File: config.mk
export PLATFORM = sky130hd
export DESIGN_NAME = iss_ctrl
export DESIGN_NICKNAME = d
export VERILOG_FILES = /design/src/hw/rtl/iss_pkg.sv /design/src/hw/rtl/iss_ctrl.sv
export SDC_FILE = /design/constraint.sdc
export NUM_CORES = 1
export LEC_CHECK = 0
export BUFFER_PORTS_ARGS = -buffer_cell sky130_fd_sc_hd__buf_4
export CAP_MARGIN = 20
export CORE_AREA = 2 2 41 43
export CTS_CLUSTER_SIZE = 25
export DETAILED_ROUTE_END_ITERATION = 7
export DIE_AREA = 0 0 43 45
export GPL_TIMING_DRIVEN = 0
export PLACE_DENSITY = 0.77
export SYNTH_ARGS = -nofsm -noshare
export SYNTH_HDL_FRONTEND = slang
export SYNTH_SLANG_ARGS = --single-unit
File: constraint.sdc
create_clock -name clk -period 2.64 [get_ports clk]
set_input_delay 0.396 -clock clk [delete_from_list [all_inputs] [get_ports clk]]
set_output_delay 0.396 -clock clk [all_outputs]
set_load 0.01 [all_outputs]
File: src/hw/rtl/iss_pkg.sv
`timescale 1ns / 1ps
`default_nettype none

package iss_pkg;

	// Storage geometry
	localparam int DEPTH = 256;
	localparam int AW    = $clog2(DEPTH);
	localparam int CW    = AW + 1;
	localparam int WW    = 64;

	// Request commands
	localparam logic [1:0] CMD_INSERT = 2'd0;
	localparam logic [1:0] CMD_REMOVE = 2'd1;
	localparam logic [1:0] CMD_SWAP   = 2'd2;
	localparam logic [1:0] CMD_READ   = 2'd3;

	// Result status codes
	localparam logic [1:0] ST_DONE = 2'd0;
	localparam logic [1:0] ST_FULL = 2'd1;
	localparam logic [1:0] ST_BAD  = 2'd2;

	// Loop index operations
	localparam logic [2:0] IDX_HOLD  = 3'd0;
	localparam logic [2:0] IDX_COUNT = 3'd1;
	localparam logic [2:0] IDX_POS   = 3'd2;
	localparam logic [2:0] IDX_ZERO  = 3'd3;
	localparam logic [2:0] IDX_INC   = 3'd4;
	localparam logic [2:0] IDX_DEC   = 3'd5;

	// Read address select
	localparam logic [2:0] RA_IDX      = 3'd0;
	localparam logic [2:0] RA_IDX_M1   = 3'd1;
	localparam logic [2:0] RA_IDX_P1   = 3'd2;
	localparam logic [2:0] RA_IDX_HALF = 3'd3;
	localparam logic [2:0] RA_POS      = 3'd4;

	// Write address select
	localparam logic [1:0] WA_IDX      = 2'd0;
	localparam logic [1:0] WA_POS      = 2'd1;
	localparam logic [1:0] WA_IDX_HALF = 2'd2;

	// Write data select
	localparam logic [1:0] WD_WORD  = 2'd0;
	localparam logic [1:0] WD_RDATA = 2'd1;
	localparam logic [1:0] WD_TMP   = 2'd2;

	// Entry count operations
	localparam logic [1:0] CNT_HOLD = 2'd0;
	localparam logic [1:0] CNT_INC  = 2'd1;
	localparam logic [1:0] CNT_DEC  = 2'd2;

	// Controller to datapath commands
	typedef struct packed {
		logic       load;
		logic [2:0] idx_op;
		logic [2:0] ra_sel;
		logic       we;
		logic [1:0] wa_sel;
		logic [1:0] wd_sel;
		logic       tmp_load;
		logic       half_load;
		logic [1:0] cnt_op;
		logic       st_set;
		logic [1:0] st_val;
		logic       rd_cap;
		logic       out_load;
	} ctrl_cmd_t;

	// Datapath to controller status
	typedef struct packed {
		logic [1:0] cmd;
		logic       full;
		logic       pos_gt_count;
		logic       pos_ge_count;
		logic       idx_gt_pos;
		logic       idx_p1_lt_count;
		logic       idx_lt_runs;
	} dp_stat_t;

endpackage

`default_nettype wire

File: src/hw/rtl/iss_ctrl.sv
`timescale 1ns / 1ps
`default_nettype none

module iss_ctrl import iss_pkg::*; (
	input  wire logic      clk,
	input  wire logic      arst_n,
	input  wire logic      in_valid,
	output logic           in_ready,
	output logic           out_valid,
	input  wire logic      out_ready,
	input  wire dp_stat_t  stat,
	output ctrl_cmd_t      ctl
);

	localparam logic [3:0] S_IDLE    = 4'd0;
	localparam logic [3:0] S_DECODE  = 4'd1;
	localparam logic [3:0] S_INS_CHK = 4'd2;
	localparam logic [3:0] S_INS_WR  = 4'd3;
	localparam logic [3:0] S_REM_CHK = 4'd4;
	localparam logic [3:0] S_REM_WR  = 4'd5;
	localparam logic [3:0] S_SW_RDA  = 4'd6;
	localparam logic [3:0] S_SW_RDB  = 4'd7;
	localparam logic [3:0] S_SW_WRA  = 4'd8;
	localparam logic [3:0] S_SW_WRB  = 4'd9;
	localparam logic [3:0] S_RD_CAP  = 4'd10;
	localparam logic [3:0] S_DONE    = 4'd11;

	logic [3:0] state_q;
	logic [3:0] state_d;
	logic       out_valid_q;

	assign in_ready  = (state_q == S_IDLE);
	assign out_valid = out_valid_q;

	// Next state and datapath commands
	always_comb begin
		state_d = state_q;
		ctl     = '0;
		unique case (state_q)
			S_IDLE: begin
				if (in_valid) begin
					ctl.load = 1'b1;
					state_d  = S_DECODE;
				end
			end
			S_DECODE: begin
				unique case (stat.cmd)
					CMD_INSERT: begin
						if (stat.full) begin
							ctl.st_set = 1'b1;
							ctl.st_val = ST_FULL;
							state_d    = S_DONE;
						end else if (stat.pos_gt_count) begin
							ctl.st_set = 1'b1;
							ctl.st_val = ST_BAD;
							state_d    = S_DONE;
						end else begin
							ctl.idx_op = IDX_COUNT;
							state_d    = S_INS_CHK;
						end
					end
					CMD_REMOVE: begin
						if (stat.pos_ge_count) begin
							ctl.st_set = 1'b1;
							ctl.st_val = ST_BAD;
							state_d    = S_DONE;
						end else begin
							ctl.idx_op = IDX_POS;
							state_d    = S_REM_CHK;
						end
					end
					CMD_SWAP: begin
						ctl.idx_op    = IDX_ZERO;
						ctl.half_load = 1'b1;
						state_d       = S_SW_RDA;
					end
					CMD_READ: begin
						if (stat.pos_ge_count) begin
							ctl.st_set = 1'b1;
							ctl.st_val = ST_BAD;
							state_d    = S_DONE;
						end else begin
							ctl.ra_sel = RA_POS;
							state_d    = S_RD_CAP;
						end
					end
					default: state_d = S_DONE;
				endcase
			end
			// Insert: move entries up from the top, then drop the word in
			S_INS_CHK: begin
				if (stat.idx_gt_pos) begin
					ctl.ra_sel = RA_IDX_M1;
					state_d    = S_INS_WR;
				end else begin
					ctl.we     = 1'b1;
					ctl.wa_sel = WA_POS;
					ctl.wd_sel = WD_WORD;
					ctl.cnt_op = CNT_INC;
					state_d    = S_DONE;
				end
			end
			S_INS_WR: begin
				ctl.we     = 1'b1;
				ctl.wa_sel = WA_IDX;
				ctl.wd_sel = WD_RDATA;
				ctl.idx_op = IDX_DEC;
				state_d    = S_INS_CHK;
			end
			// Remove: move entries down from the position
			S_REM_CHK: begin
				if (stat.idx_p1_lt_count) begin
					ctl.ra_sel = RA_IDX_P1;
					state_d    = S_REM_WR;
				end else begin
					ctl.cnt_op = CNT_DEC;
					state_d    = S_DONE;
				end
			end
			S_REM_WR: begin
				ctl.we     = 1'b1;
				ctl.wa_sel = WA_IDX;
				ctl.wd_sel = WD_RDATA;
				ctl.idx_op = IDX_INC;
				state_d    = S_REM_CHK;
			end
			// Swap halves: read both, write both, in order
			S_SW_RDA: begin
				if (stat.idx_lt_runs) begin
					ctl.ra_sel = RA_IDX;
					state_d    = S_SW_RDB;
				end else begin
					state_d = S_DONE;
				end
			end
			S_SW_RDB: begin
				ctl.ra_sel   = RA_IDX_HALF;
				ctl.tmp_load = 1'b1;
				state_d      = S_SW_WRA;
			end
			S_SW_WRA: begin
				ctl.we     = 1'b1;
				ctl.wa_sel = WA_IDX;
				ctl.wd_sel = WD_RDATA;
				state_d    = S_SW_WRB;
			end
			S_SW_WRB: begin
				ctl.we     = 1'b1;
				ctl.wa_sel = WA_IDX_HALF;
				ctl.wd_sel = WD_TMP;
				ctl.idx_op = IDX_INC;
				state_d    = S_SW_RDA;
			end
			S_RD_CAP: begin
				ctl.rd_cap = 1'b1;
				state_d    = S_DONE;
			end
			// Hand result to the output register once it is free
			S_DONE: begin
				if (!out_valid_q || out_ready) begin
					ctl.out_load = 1'b1;
					state_d      = S_IDLE;
				end
			end
			default: state_d = S_IDLE;
		endcase
	end

	// State and output valid
	always_ff @(posedge clk or negedge arst_n) begin
		if (!arst_n) begin
			state_q     <= S_IDLE;
			out_valid_q <= 1'b0;
		end else begin
			state_q <= state_d;
			if (ctl.out_load) begin
				out_valid_q <= 1'b1;
			end else if (out_ready) begin
				out_valid_q <= 1'b0;
			end
		end
	end

endmodule

`default_nettype wire

==> results.txt, run 1 <==
- Run status: complete, no violations
* Drc violations: 0
- First drt pass iteration count: 4
* Count of synthesis-stage warnings from yosys: 0
- Measured in cells, the most critical reg-to-reg path has a length of 5.
* Final routed wirelength across all metal layers: 1740 um
* Most frequently used flop master after synthesis: dfrtp_1
- In this run the vertical extent of the chip is 45 um.
* Period minus WS final: 1.945 ns
- Compared with the post-synthesis result, the final layout area differs by 49.31%.
* Synth top area share: 19.80%
- Count of state elements after synthesis: 5
- Cell Area, Synth: 631.9 um^2
* FF-to-FF Start: state_q[2]$_DFFE_PN0P_
- The count of buffers added on input and output ports is 34.
* Final-stage net count: 141
* Buffers from clock root to sink, at most: 2
* Number of cells produced by synthesis: 89
- Dividing the synthesized area by the synthesized cell count gives 7.100 um^2.
- After the first detailed-routing iteration, the DRC count stood at 11.
* Asr flop ratio synth: 100.0%
* Req. time, crit path: 2.24 ns
- Number of nets in the synthesized netlist: 101
- The worst setup path is of the flip-flop to primary output kind.
- For the pin with the worst max-slew slack, the measured transition is 0.3132 ns.
* Starting density of the core: 42.94%
* Power per cell area: 1085 mW/mm^2
- VDD IR-drop max: 0.4236 mV
- The worst path uses 73.66% of the clock period.
- The final route contains 798 vias.
* Wire length per cell: 12.08 um
- Detailed-route vias per instance: 5.542
- Number of setup buffers added after CTS: 0
- Final weighted congestion of routability-driven global placement: 0.7557
* Worst slack at placement: 0.9660 ns
* Largest net degree at the start of global routing: 11
- The worst setup path is launched from a flip-flop.
* Number of standard-cell rows in the floorplan: 14
- For this run the aggregate overflow at the end of global routing stands at 0.
- Cells along the critical path: buf_4, buf_4, nor2_1, nand2_1, a21oi_1, buf_4
- After clock tree synthesis, the clock-pin slew on the worst setup and hold paths is 0.04 ns.
- The tool flagged a number of max-cap violations equal to 0.
- The worst register-to-register path ends at state_q[1]$_DFFE_PN0P_.
* Chip width: 43 um
- The first global-routing pass estimated 2835 um of wire.
- Leakage power total: 0.4756 nW
- Vias in the first global route: 675
* Cell type with the largest total area after synthesis: dfrtp_1
* Combined global-route utilization of all metal layers: 19.09%
- At the worst endpoint, the arrival time is 1.55 ns.
* Max frequency: 514.2 MHz
* Cell Count, Final, Fillers Out: 144
- Counting tap cells, the placed design contains a total of 139 instances.
- Number of distinct standard cells referenced by the synthesized netlist: 36
- The most critical setup path has its endpoint at ctl[15].
* Count of final max-slew check failures: 0
- The most numerous cell type found on the critical path is buf_4.
- On the worst path, the slowest cell contributes a delay of 0.44 ns.
- The total count of hold-check failures in the final report is 0.
- Counting instances in the post-synthesis netlist gives the leading cell types as nor2_1 (15), nand2_1 (10), nand2b_1 (6).
- The die covers 0.001935 mm^2.
- Floorplan Core Area: 0.001471 mm^2
* Cts bufs inserted: 3
* Clock insertion delay at the later pin of the skew report: 0.24 ns
- Critical path endpoint category: primary output
- Clock sink total: 5
- Counting flops with a built-in enable in the synthesized netlist gives 0.
- Fraction of layout cells with a size suffix above 1: 38.28%
- Worst Hold Class: input pin to flip-flop
* HPWL reported at the end of detailed placement: 1380 um
* CTS H-tree lvls: 1
- Number of antenna violations at the first check in global routing: 0
* Setup repair after global routing missed its margin: false
* Total negative slack for setup checks: 0 ns
* Crit path max-delay cell type: dfrtp_1
- Routed Antenna Nets: 0
- Final WS setup: 0.6953 ns
* I/O pin count: 35
* Power consumption: 1.024 mW
- Summing the sequential cell areas from Yosys gives 19.80% of the chip area.
* Worst max-slew margin expressed relative to the limit: 78.96%
* Antenna cell count: 0
- Most common cell in the netlist: nor2_1
* Clock skew: 0.003046 ns
- Top cells by area, synth: dfrtp_1 (20%), nor2_1 (8.9%), nand2_1 (5.9%)
- Final number of setup-violating endpoints: 0
- Setup slack on the worst flop-to-flop path: 1.29 ns
- Clock tree from TritonCTS: done
* Launch point of the critical path: state_q[1]$_DFFE_PN0P_
- CTS Root Buffer Type: clkbuf_4
- Worst Path Max Fanout: 10
-- layer usage --
metal  track usage [%]  up-vias  wire length, um
li1                  -      393                -
met1             25.74      365              721
met2             30.61       40              858
met3             4.800        0              160
met4             5.455        0                0
met5                 0        -                0
-- worst max-delay path: cells and delay by family, from the launching register on --
family,cells,cell delay [ns]
AO/OA/AOI/OAI,1,0.14
flip-flops,1,0.44
buffers and inverters,3,0.51
AND/OR/NAND/NOR,2,0.22
-- cell type report --
type / instances / area, um^2
Buffer: 6 / 50.05
Clock buffer: 4 / 26.28
Fill cell: 141 / 528.0
Inverter: 4 / 15.01
Multi-Input combinational cell: 74 / 441.7
Sequential cell: 5 / 125.1
Tap cell: 16 / 20.02
Timing Repair Buffer: 35 / 265.3
-- cell usage in the layout, fill, tap and decap left out, types with 3 or more instances in the layout --
master | synthesis | layout
buf_4 | 3 | 37
nor2_1 | 15 | 15
nand2_1 | 10 | 10
nand2b_1 | 6 | 6
dfrtp_1 | 5 | 5
a21oi_1 | 4 | 4
nor4_1 | 3 | 3
inv_1 | 3 | 3
nor3_1 | 3 | 3
clkbuf_4 | 0 | 3
-- logic make-up (layout without fill, tap and decap cells) --
logic type | after synthesis | after routing | synth area share [%]
buf+inv | 10 | 49 | 10.30
flops | 5 | 5 | 19.80
xor+xnor | 1 | 1 | 1.386
compound gates | 20 | 20 | 21.58
simple gates | 53 | 53 | 46.93
-- worst min-delay path by stage --
| stage | cells after the start | startpoint | to |
|---|---|---|---|
| global route | 3 | out_ready | out_valid$_DFFE_PN0P_ |
| finish | 3 | out_ready | out_valid$_DFFE_PN0P_ |
| floorplan | 0 | arst_n | out_valid$_DFFE_PN0P_ |
| detailed placement | 1 | arst_n | out_valid$_DFFE_PN0P_ |
| CTS | 3 | out_ready | out_valid$_DFFE_PN0P_ |
| global placement | 1 | arst_n | out_valid$_DFFE_PN0P_ |
-- stage by stage --
step	instance area [um^2]	utilization (%)	hold slack, ns
after floorplan	631.9	-	0.1004
after detailed placement	907.1	61.65	0.1988
final	943.4	64.12	0.4542
after global placement	907.1	61.65	0.1971
after global routing	943.4	64.12	0.4802
after CTS	943.4	64.12	0.4450
-- flip-flops by register name, summed over array words and instances, names as in the netlist --
name	flops
out_valid	1
state_q	4
-- where the power goes --
group / switching (mW) / internal (mW) / total, mW
combinational: 0.409 / 0.357 / 0.767
clock: 0.0314 / 0.0572 / 0.0885
sequential: 0.0554 / 0.113 / 0.169
total: 0.496 / 0.528 / 1.02
-- repair_timing --
action                                 4_1_cts  5_1_grt
resized for setup                            0        0
endpoints found under the hold margin        5        0
hold buffers                                 1        0
Power figures use the tool's default switching activity.
==> run 2, diff against run 1 <==
CORE_AREA = 2 2 42 44   (was 2 2 41 43)
DIE_AREA = 0 0 44 46   (was 0 0 43 45)
PLACE_DENSITY = 0.74   (was 0.77)
clock period = 1.9 ns   (was 2.64 ns; I/O delays follow)
==> run 2 against run 1 <==
Cell count rose by 0.69%. Total power rose by 41%. Sequential cell count did not move. Via count rose by 0.25%. Clock power rose by 40%. Critical path depth did not move. Final area rose by 1.5%. First-iteration DRC count rose by 91%. Die area rose by 4.6%. Non-clock buffer count did not move. Critical endpoint is now ctl[13]. Largest cell class unchanged. Highest routed layer unchanged.
==> results.txt, run 2 (synthesis results as in run 1) <==
- The routed wire length came to 1862 um (was 1740 um).
* Cts bufs inserted: 3 (unchanged)
- The kind of path behind the tightest hold check is input pin to flip-flop (unchanged).
- Worst slack at placement: 0.3092 ns (was 0.9660 ns)
- Setup repair after global routing missed its margin: false (unchanged)
- CTS Root Buffer Type: clkbuf_4 (unchanged)
* Least-Margin Pin Slew: 0.3079 ns (was 0.3132 ns)
- Wire length on met3: 149 um (was 160 um)
- Max incr delay on CP: 0.52 ns (was 0.44 ns)
- The number of filler instances in the final layout came to 165 (was 141).
- The x dimension of the die came to 44 um (was 43 um).
* Clock skew: 0.003638 ns (was 0.003046 ns)
* Clock sink total: 5 (unchanged)
- The number of setup violations in the final report came to 0 (unchanged).
* Floorplan Core Area: 0.001614 mm^2 (was 0.001471 mm^2)
- The via count of the first global-routing pass was 723 (was 675).
* Routed Antenna Nets: 0 (unchanged)
- The first-pass GRT wire length is 3036 um (was 2835 um).
* Clock insertion delay at the later pin of the skew report: 0.24 ns (about the same)
- The total iterations of the first detailed-routing run came to 4 (unchanged).
* Sum of overflow across all layers after global routing: 0 (unchanged)
* R2R cell count: 4 (was 5)
- Worst Path Max Fanout: 10 (unchanged)
* DRT iter0 DRCs: 21 (was 11)
- Most frequent cells in the layout: buf_4 (37), nor2_1 (15), nand2_1 (10) (unchanged)
* HPWL reported at the end of detailed placement: 1419 um (was 1380 um)
- Largest net degree at the start of global routing: 11 (unchanged)
- The largest vdd supply drop came to 0.5804 mV (was 0.4236 mV).
- The layout cell share with drive strength beyond 1 is 41.41% (was 38.28%).
- FF-to-FF Start: state_q[2]$_DFFE_PN0P_ (unchanged)
- The arrival time at the worst endpoint is 1.57 ns (was 1.55 ns).
- Cells along the critical path: buf_6, inv_2, nor3_1, a31oi_1, o22ai_1, buf_4 (was buf_4, buf_4, nor2_1, nand2_1, a21oi_1, buf_4)
- Power per cell area: 1513 mW/mm^2 (was 1085 mW/mm^2)
* Detailed-route vias per instance: 5.517 (was 5.542)
- Req. time, crit path: 1.62 ns (was 2.24 ns)
* Area of the multi-input gates: 452.9 um^2 (was 441.7 um^2)
- The total number of nets in the final design came to 141 (unchanged).
- Leakage power total: 0.4760 nW (was 0.4756 nW)
* I/O pin count: 35 (unchanged)
- The worst-path cell with the longest stage delay is dfrtp_1 (unchanged).
* Port Buffers: 34 (unchanged)
- The clock tree from TritonCTS is done (unchanged).
* Buffers from clock root to sink, at most: 2 (unchanged)
- The final antenna diode count was 0 (unchanged).
- The clock edge transition at the registers on the reported setup and hold paths was 0.04 ns (about the same).
* Register with the highest flop count: state_q (unchanged)
- Combined global-route utilization of all metal layers: 19.83% (was 19.09%)
- The most common library cell in the layout ignoring fill and taps was buf_4 (unchanged).
* Cell Count, Final, Fillers Out: 145 (was 144)
* Syn-to-layout area delta: 51.49% (was 49.31%)
- The number of remaining DRC errors was 0 (unchanged).
* Portion of the clock cycle consumed by the worst path in the final layout: 97.39%
- Count of final max-slew check failures: 0 (unchanged)
- The power after layout was 1.448 mW (was 1.024 mW).
- The routed metal-1 wirelength came to 763 um (was 721 um).
- Wire length per cell: 12.84 um (was 12.08 um)
- Final number of hold-violating endpoints: 0 (unchanged)
* Number of vias in the routed layout: 800 (was 798)
- The worst max-slew margin expressed relative to the limit is 79.30% (was 78.96%).
- Uppermost metal layer occupied by signal nets: met3 (unchanged)
- The routability-driven placement congestion ratio is 0.7756 (was 0.7557).
- The startpoint class of the critical path was a flip-flop (unchanged).
- The number of max-cap violations came to 0 (unchanged).
- The sort of element at the end of the critical path is a primary output (unchanged).
- Number of instances on the worst hold path: 3 (unchanged)
- Min-delay src: out_ready (unchanged)
- Period minus WS final: 1.850 ns
- The number of flip-flops under the largest register name was 4 (unchanged).
- Launch point of the critical path: state_q[2]$_DFFE_PN0P_ (was state_q[1]$_DFFE_PN0P_)
- Final WS setup: 0.04962 ns (was 0.6953 ns)
- The site row count was 15 (was 14).
- Length of routed met2 wiring: 950 um (was 858 um)
- Max frequency: 540.4 MHz
- The effective utilization at floorplan came to 39.15% (was 42.94%).
- The area occupied by registers is 126.4 um^2 (was 125.1 um^2).
- Run status: complete, no violations (unchanged)
- The critical path class is flip-flop to primary output (unchanged).
- The chip height was 46 um (was 45 um).
* Placed cells: 140 (was 139)
* Area of the die: 0.002024 mm^2 (was 0.001935 mm^2)
- Total negative slack for setup checks: 0 ns (unchanged)
- The deepest level of the CTS H-tree is 1 (unchanged).
* Number of antenna violations at the first check in global routing: 0 (unchanged)
==> run 2: critical path: cells and delay by family (launching register included) <==
| kind | cells | cell delay, ns |
|---|---|---|
| buffers and inverters | 3 | 0.40 |
| AND/OR/NAND/NOR | 1 | 0.20 |
| AO/OA/AOI/OAI | 2 | 0.20 |
| flip-flops | 1 | 0.52 |
==> run 2: metal layers <==
metal | GRT usage (%) | vias to the layer above
met2 | 35.88 | 34
met3 | 5.159 | 0
met4 | 1.818 | 0
li1 | - | 398
met1 | 24.40 | 368
met5 | 0 | -
==> run 2: per-stage QoR <==
stage               area (um^2)  hold WS (ns)  util, %
global route              957.2        0.3517    59.30
CTS                       944.7        0.3394    58.53
floorplan                 631.9      -0.01059        -
global placement          908.4       0.08617    56.28
detailed placement        908.4       0.08777    56.28
finish                    957.2        0.3415    59.30
==> run 2: repair_timing <==
| action | 4_1_cts | 5_1_grt |
|---|---|---|
| setup buffers | 0 | 0 |
| hold buffers | 1 | 0 |
| endpoints found under the hold margin | 5 | 0 |
| endpoints found under the setup margin | 0 | 6 |
| resized for setup | 0 | 4 |
==> run 2: path summary, 6_finish.rpt <==
check                                         end  slack, ns
min reg2reg                 out_valid$_DFFE_PN0P_       0.52
max in group asynchronous  state_q[1]$_DFFE_PN0P_       1.41
min in group asynchronous  state_q[2]$_DFFE_PN0P_       0.38
max reg2reg                state_q[3]$_DFFE_PN0P_       0.54
min                         out_valid$_DFFE_PN0P_       0.34
max                                       ctl[13]       0.05
==> run 2: area by class of cell <==
type | instances | area share (%)
inverter | 4 | 1.569
tap | 17 | 2.222
buffer | 6 | 5.229
sequential | 5 | 13.20
clock buffer | 4 | 2.745
timing repair buffer | 35 | 27.71
multi-input combinational | 74 | 47.32
==> run 2: power by group <==
| group | switching [mW] | leakage, nW | total, mW | internal [mW] |
|---|---|---|---|---|
| Sequential | 0.0848 | 0.0616 | 0.244 | 0.160 |
| Clock | 0.0448 | 0.0150 | 0.124 | 0.0795 |
| Combinational | 0.579 | 0.399 | 1.08 | 0.500 |
| Total | 0.709 | 0.476 | 1.45 | 0.739 |
==> run 3, diff against run 2 <==
CTS_CLUSTER_SIZE = not set   (was 25)
PLACE_DENSITY = 0.73   (was 0.74)
==> run 3 against run 2 <==
Clock skew decreased by 0.0030 ns. Die area did not move. Via count decreased by 2.5%. Setup slack better by 0.058 ns. First-iteration DRC count down 52%. Core utilization is 0.85 points higher. Global-route usage grew 0.28 points. Non-clock buffer count is 1 higher. Clock-buffer cell count unchanged. Fmax rose by 3.3%. Combinational power up 5%.
==> results.txt, run 3 (synthesis results as in run 1) <==
- Run status: complete, no violations (unchanged).
* Area of the die: 0.002024 mm^2 (unchanged)
- The routed wire length is 1900 um (was 1862 um).
- The effective utilization at floorplan came to 39.15% (unchanged).
* Arrival time of data at the critical path endpoint: 1.51 ns (was 1.57 ns)
- Antenna cell count: 0 (unchanged)
- The total iterations of the first detailed-routing run came to 4 (unchanged).
- Drc violations: 0 (unchanged)
- The largest net degree at the start of global routing came to 11 (unchanged).
* Startpoint type of the worst setup path: flip-flop (unchanged)
* Layout filler cell count: 164 (was 165)
- The number of setup violations in the final report is 0 (unchanged).
* Max reg flops: 4 (unchanged)
- Worst Hold Class: input pin to flip-flop (unchanged)
- Port Buffers: 34 (unchanged)
* Final number of hold-violating endpoints: 0 (unchanged)
- The number of antenna-violating nets in the routed design came to 0 (unchanged).
* VDD IR-drop max: 0.6679 mV (was 0.5804 mV)
- Critical path endpoint category: primary output (unchanged)
* Final worst hold slack: 0.3351 ns (was 0.3415 ns)
- Final weighted congestion of routability-driven global placement: 0.7660 (was 0.7756)
* Period minus WS final: 1.792 ns (was 1.850 ns)
* Combined global-route utilization of all metal layers: 20.12% (was 19.83%)
- DRT iter0 DRCs: 10 (was 21)
- The total number of nets in the final design is 142 (was 141).
- Worst Path Max Fanout: 10 (unchanged)
- The register containing the most flip-flops in the final layout is state_q (unchanged).
- Detailed-route vias per instance: 5.342 (was 5.517)
- Most frequent cells in the layout: buf_4 (38), nor2_1 (14), nand2_1 (10) (was buf_4 (37), nor2_1 (15), nand2_1 (10)).
- Wire length per cell: 13.01 um (was 12.84 um)
* Clock skew: 0.0006304 ns (was 0.003638 ns)
- The site row count is 15 (unchanged).
- Max frequency: 558.0 MHz (was 540.4 MHz)
- Sum of overflow across all layers after global routing: 0 (unchanged)
* Syn-to-layout area delta: 53.66% (was 51.49%)
- R2R cell count: 5 (was 4)
- The worst max-slew margin expressed relative to the limit was 77.46% (was 79.30%).
- Least-Margin Pin Slew: 0.3353 ns (was 0.3079 ns)
- First-pass GRT wire length: 3084 um (was 3036 um)
- Start-to-end type of the worst setup path: flip-flop to primary output (unchanged)
- Fraction of layout cells with a size suffix above 1: 43.41% (was 41.41%)
- Min-delay src: out_ready (unchanged)
* Count of final max-slew check failures: 0 (unchanged)
- The number of top-level pins is 35 (unchanged).
* Power per cell area: 1529 mW/mm^2 (was 1513 mW/mm^2)
* Number of instances on the worst hold path: 3 (unchanged)
- Floorplan Core Area: 0.001614 mm^2 (unchanged)
- The clock tree from TritonCTS is done (unchanged).
- The deepest level of the CTS H-tree was 1 (unchanged).
* Leakage power total: 0.4802 nW (was 0.4760 nW)
- The endpoint required time on the critical path came to 1.62 ns (about the same).
* Terminating pin of the worst hold path: out_valid$_DFFE_PN0P_ (unchanged)
- Commonest non-fill, non-tap cell in the layout: buf_4 (unchanged)
- Number of antenna violations at the first check in global routing: 0 (unchanged)
* HPWL reported at the end of detailed placement: 1423 um (was 1419 um)
- Max-cap check violation count: 0 (unchanged)
* CTS Root Buffer Type: clkbuf_4 (unchanged)
* Clock sink total: 5 (unchanged)
- The slack of the worst reg-to-reg path is 0.53 ns (was 0.54 ns).
- The worst-case clock buffer depth was 2 (unchanged).
- The number of buffers added by the clock tree synthesis step was 3 (unchanged).
- Number of vias in the routed layout: 780 (was 800)
- Y dimension of the die: 46 um (unchanged)
- The clock edge transition at the registers on the reported setup and hold paths was 0.04 ns (about the same).
* Vias in the first global route: 691 (was 723)
- The post-detailed-placement cell area came to 908.4 um^2 (unchanged).
* Core Util, Final: 60.16% (was 59.30%)
- The worst reg2reg path startpoint is state_q[0]$_DFFE_PN0P_ (was state_q[2]$_DFFE_PN0P_).
* Clock insertion delay at the later pin of the skew report: 0.24 ns (about the same)
- Portion of the clock cycle consumed by the worst path in the final layout: 94.32% (was 97.39%)
- Chip width: 44 um (unchanged)
- The endpoint of the worst-slack reg-to-reg timing path is state_q[0]$_DFFE_PN0P_ (was state_q[3]$_DFFE_PN0P_).
- Final std cell area, no fill: 970.9 um^2 (was 957.2 um^2)
-- run 3: timing repair --
action	4_1_cts	5_1_grt
endpoints found under the hold margin	5	0
setup buffers	0	1
resized for setup	0	6
hold buffers	1	0
endpoints found under the setup margin	0	6
-- run 3: worst max path at each step --
| stage | start | end | depth (start not counted) | slack [ns] |
|---|---|---|---|---|
| 3_3_place_gp | state_q[2]$_DFFE_PN0P_ | ctl[12] | 4 | 0.32 |
| 5_1_grt | state_q[2]$_DFFE_PN0P_ | ctl[13] | 6 | -0.002 |
| 3_5_place_dp | state_q[1]$_DFFE_PN0P_ | ctl[15] | 6 | 0.31 |
| 2_1_floorplan | state_q[2]$_DFFE_PN0P_ | ctl[12] | 3 | 0.37 |
| 6_report | state_q[2]$_DFFE_PN0P_ | ctl[13] | 6 | 0.11 |
| 4_1_cts | state_q[1]$_DFFE_PN0P_ | ctl[15] | 6 | 0.04 |
-- run 3: routing by layer --
metal  up-vias  global-route usage [%]  wire [um]
met5         -                       0          0
met4         0                       0          0
met3         0                   7.143        119
met2        25                   36.18        925
met1       358                   24.47        855
li1        397                       -          -
-- run 3: area by class of cell --
class	count	area [um^2]	area share (%)
multi-input combinational	74	459.2	47.29
sequential	5	126.4	13.02
timing repair buffer	36	272.8	28.09
tap	17	21.27	2.191
inverter	4	15.01	1.546
buffer	6	50.05	5.155
clock buffer	4	26.28	2.706
-- run 3: where the power goes --
part           leakage [nW]  switching (mW)  internal [mW]
Clock                0.0150          0.0408         0.0792
Sequential           0.0616          0.0719          0.160
Combinational         0.404           0.616          0.517
-- run 3: metrics by stage --
stage	setup TNS (ns)	std cells	power (mW)	setup slack (ns)
2_1_floorplan	0	89	0.9348	0.3680
3_3_place_gp	0	140	1.292	0.3242
3_5_place_dp	0	140	1.306	0.3091
4_1_cts	0	145	1.436	0.04345
5_1_grt	-0.002211	146	1.624	-0.002211
6_report	0	146	1.485	0.1079
-- run 3: critical path, stage by stage (launching register included) --
cell	delay (ns)
dfrtp_1	0.50
buf_6	0.20
inv_2	0.06
nor3_1	0.17
a31oi_1	0.07
o22ai_1	0.13
buf_4	0.14
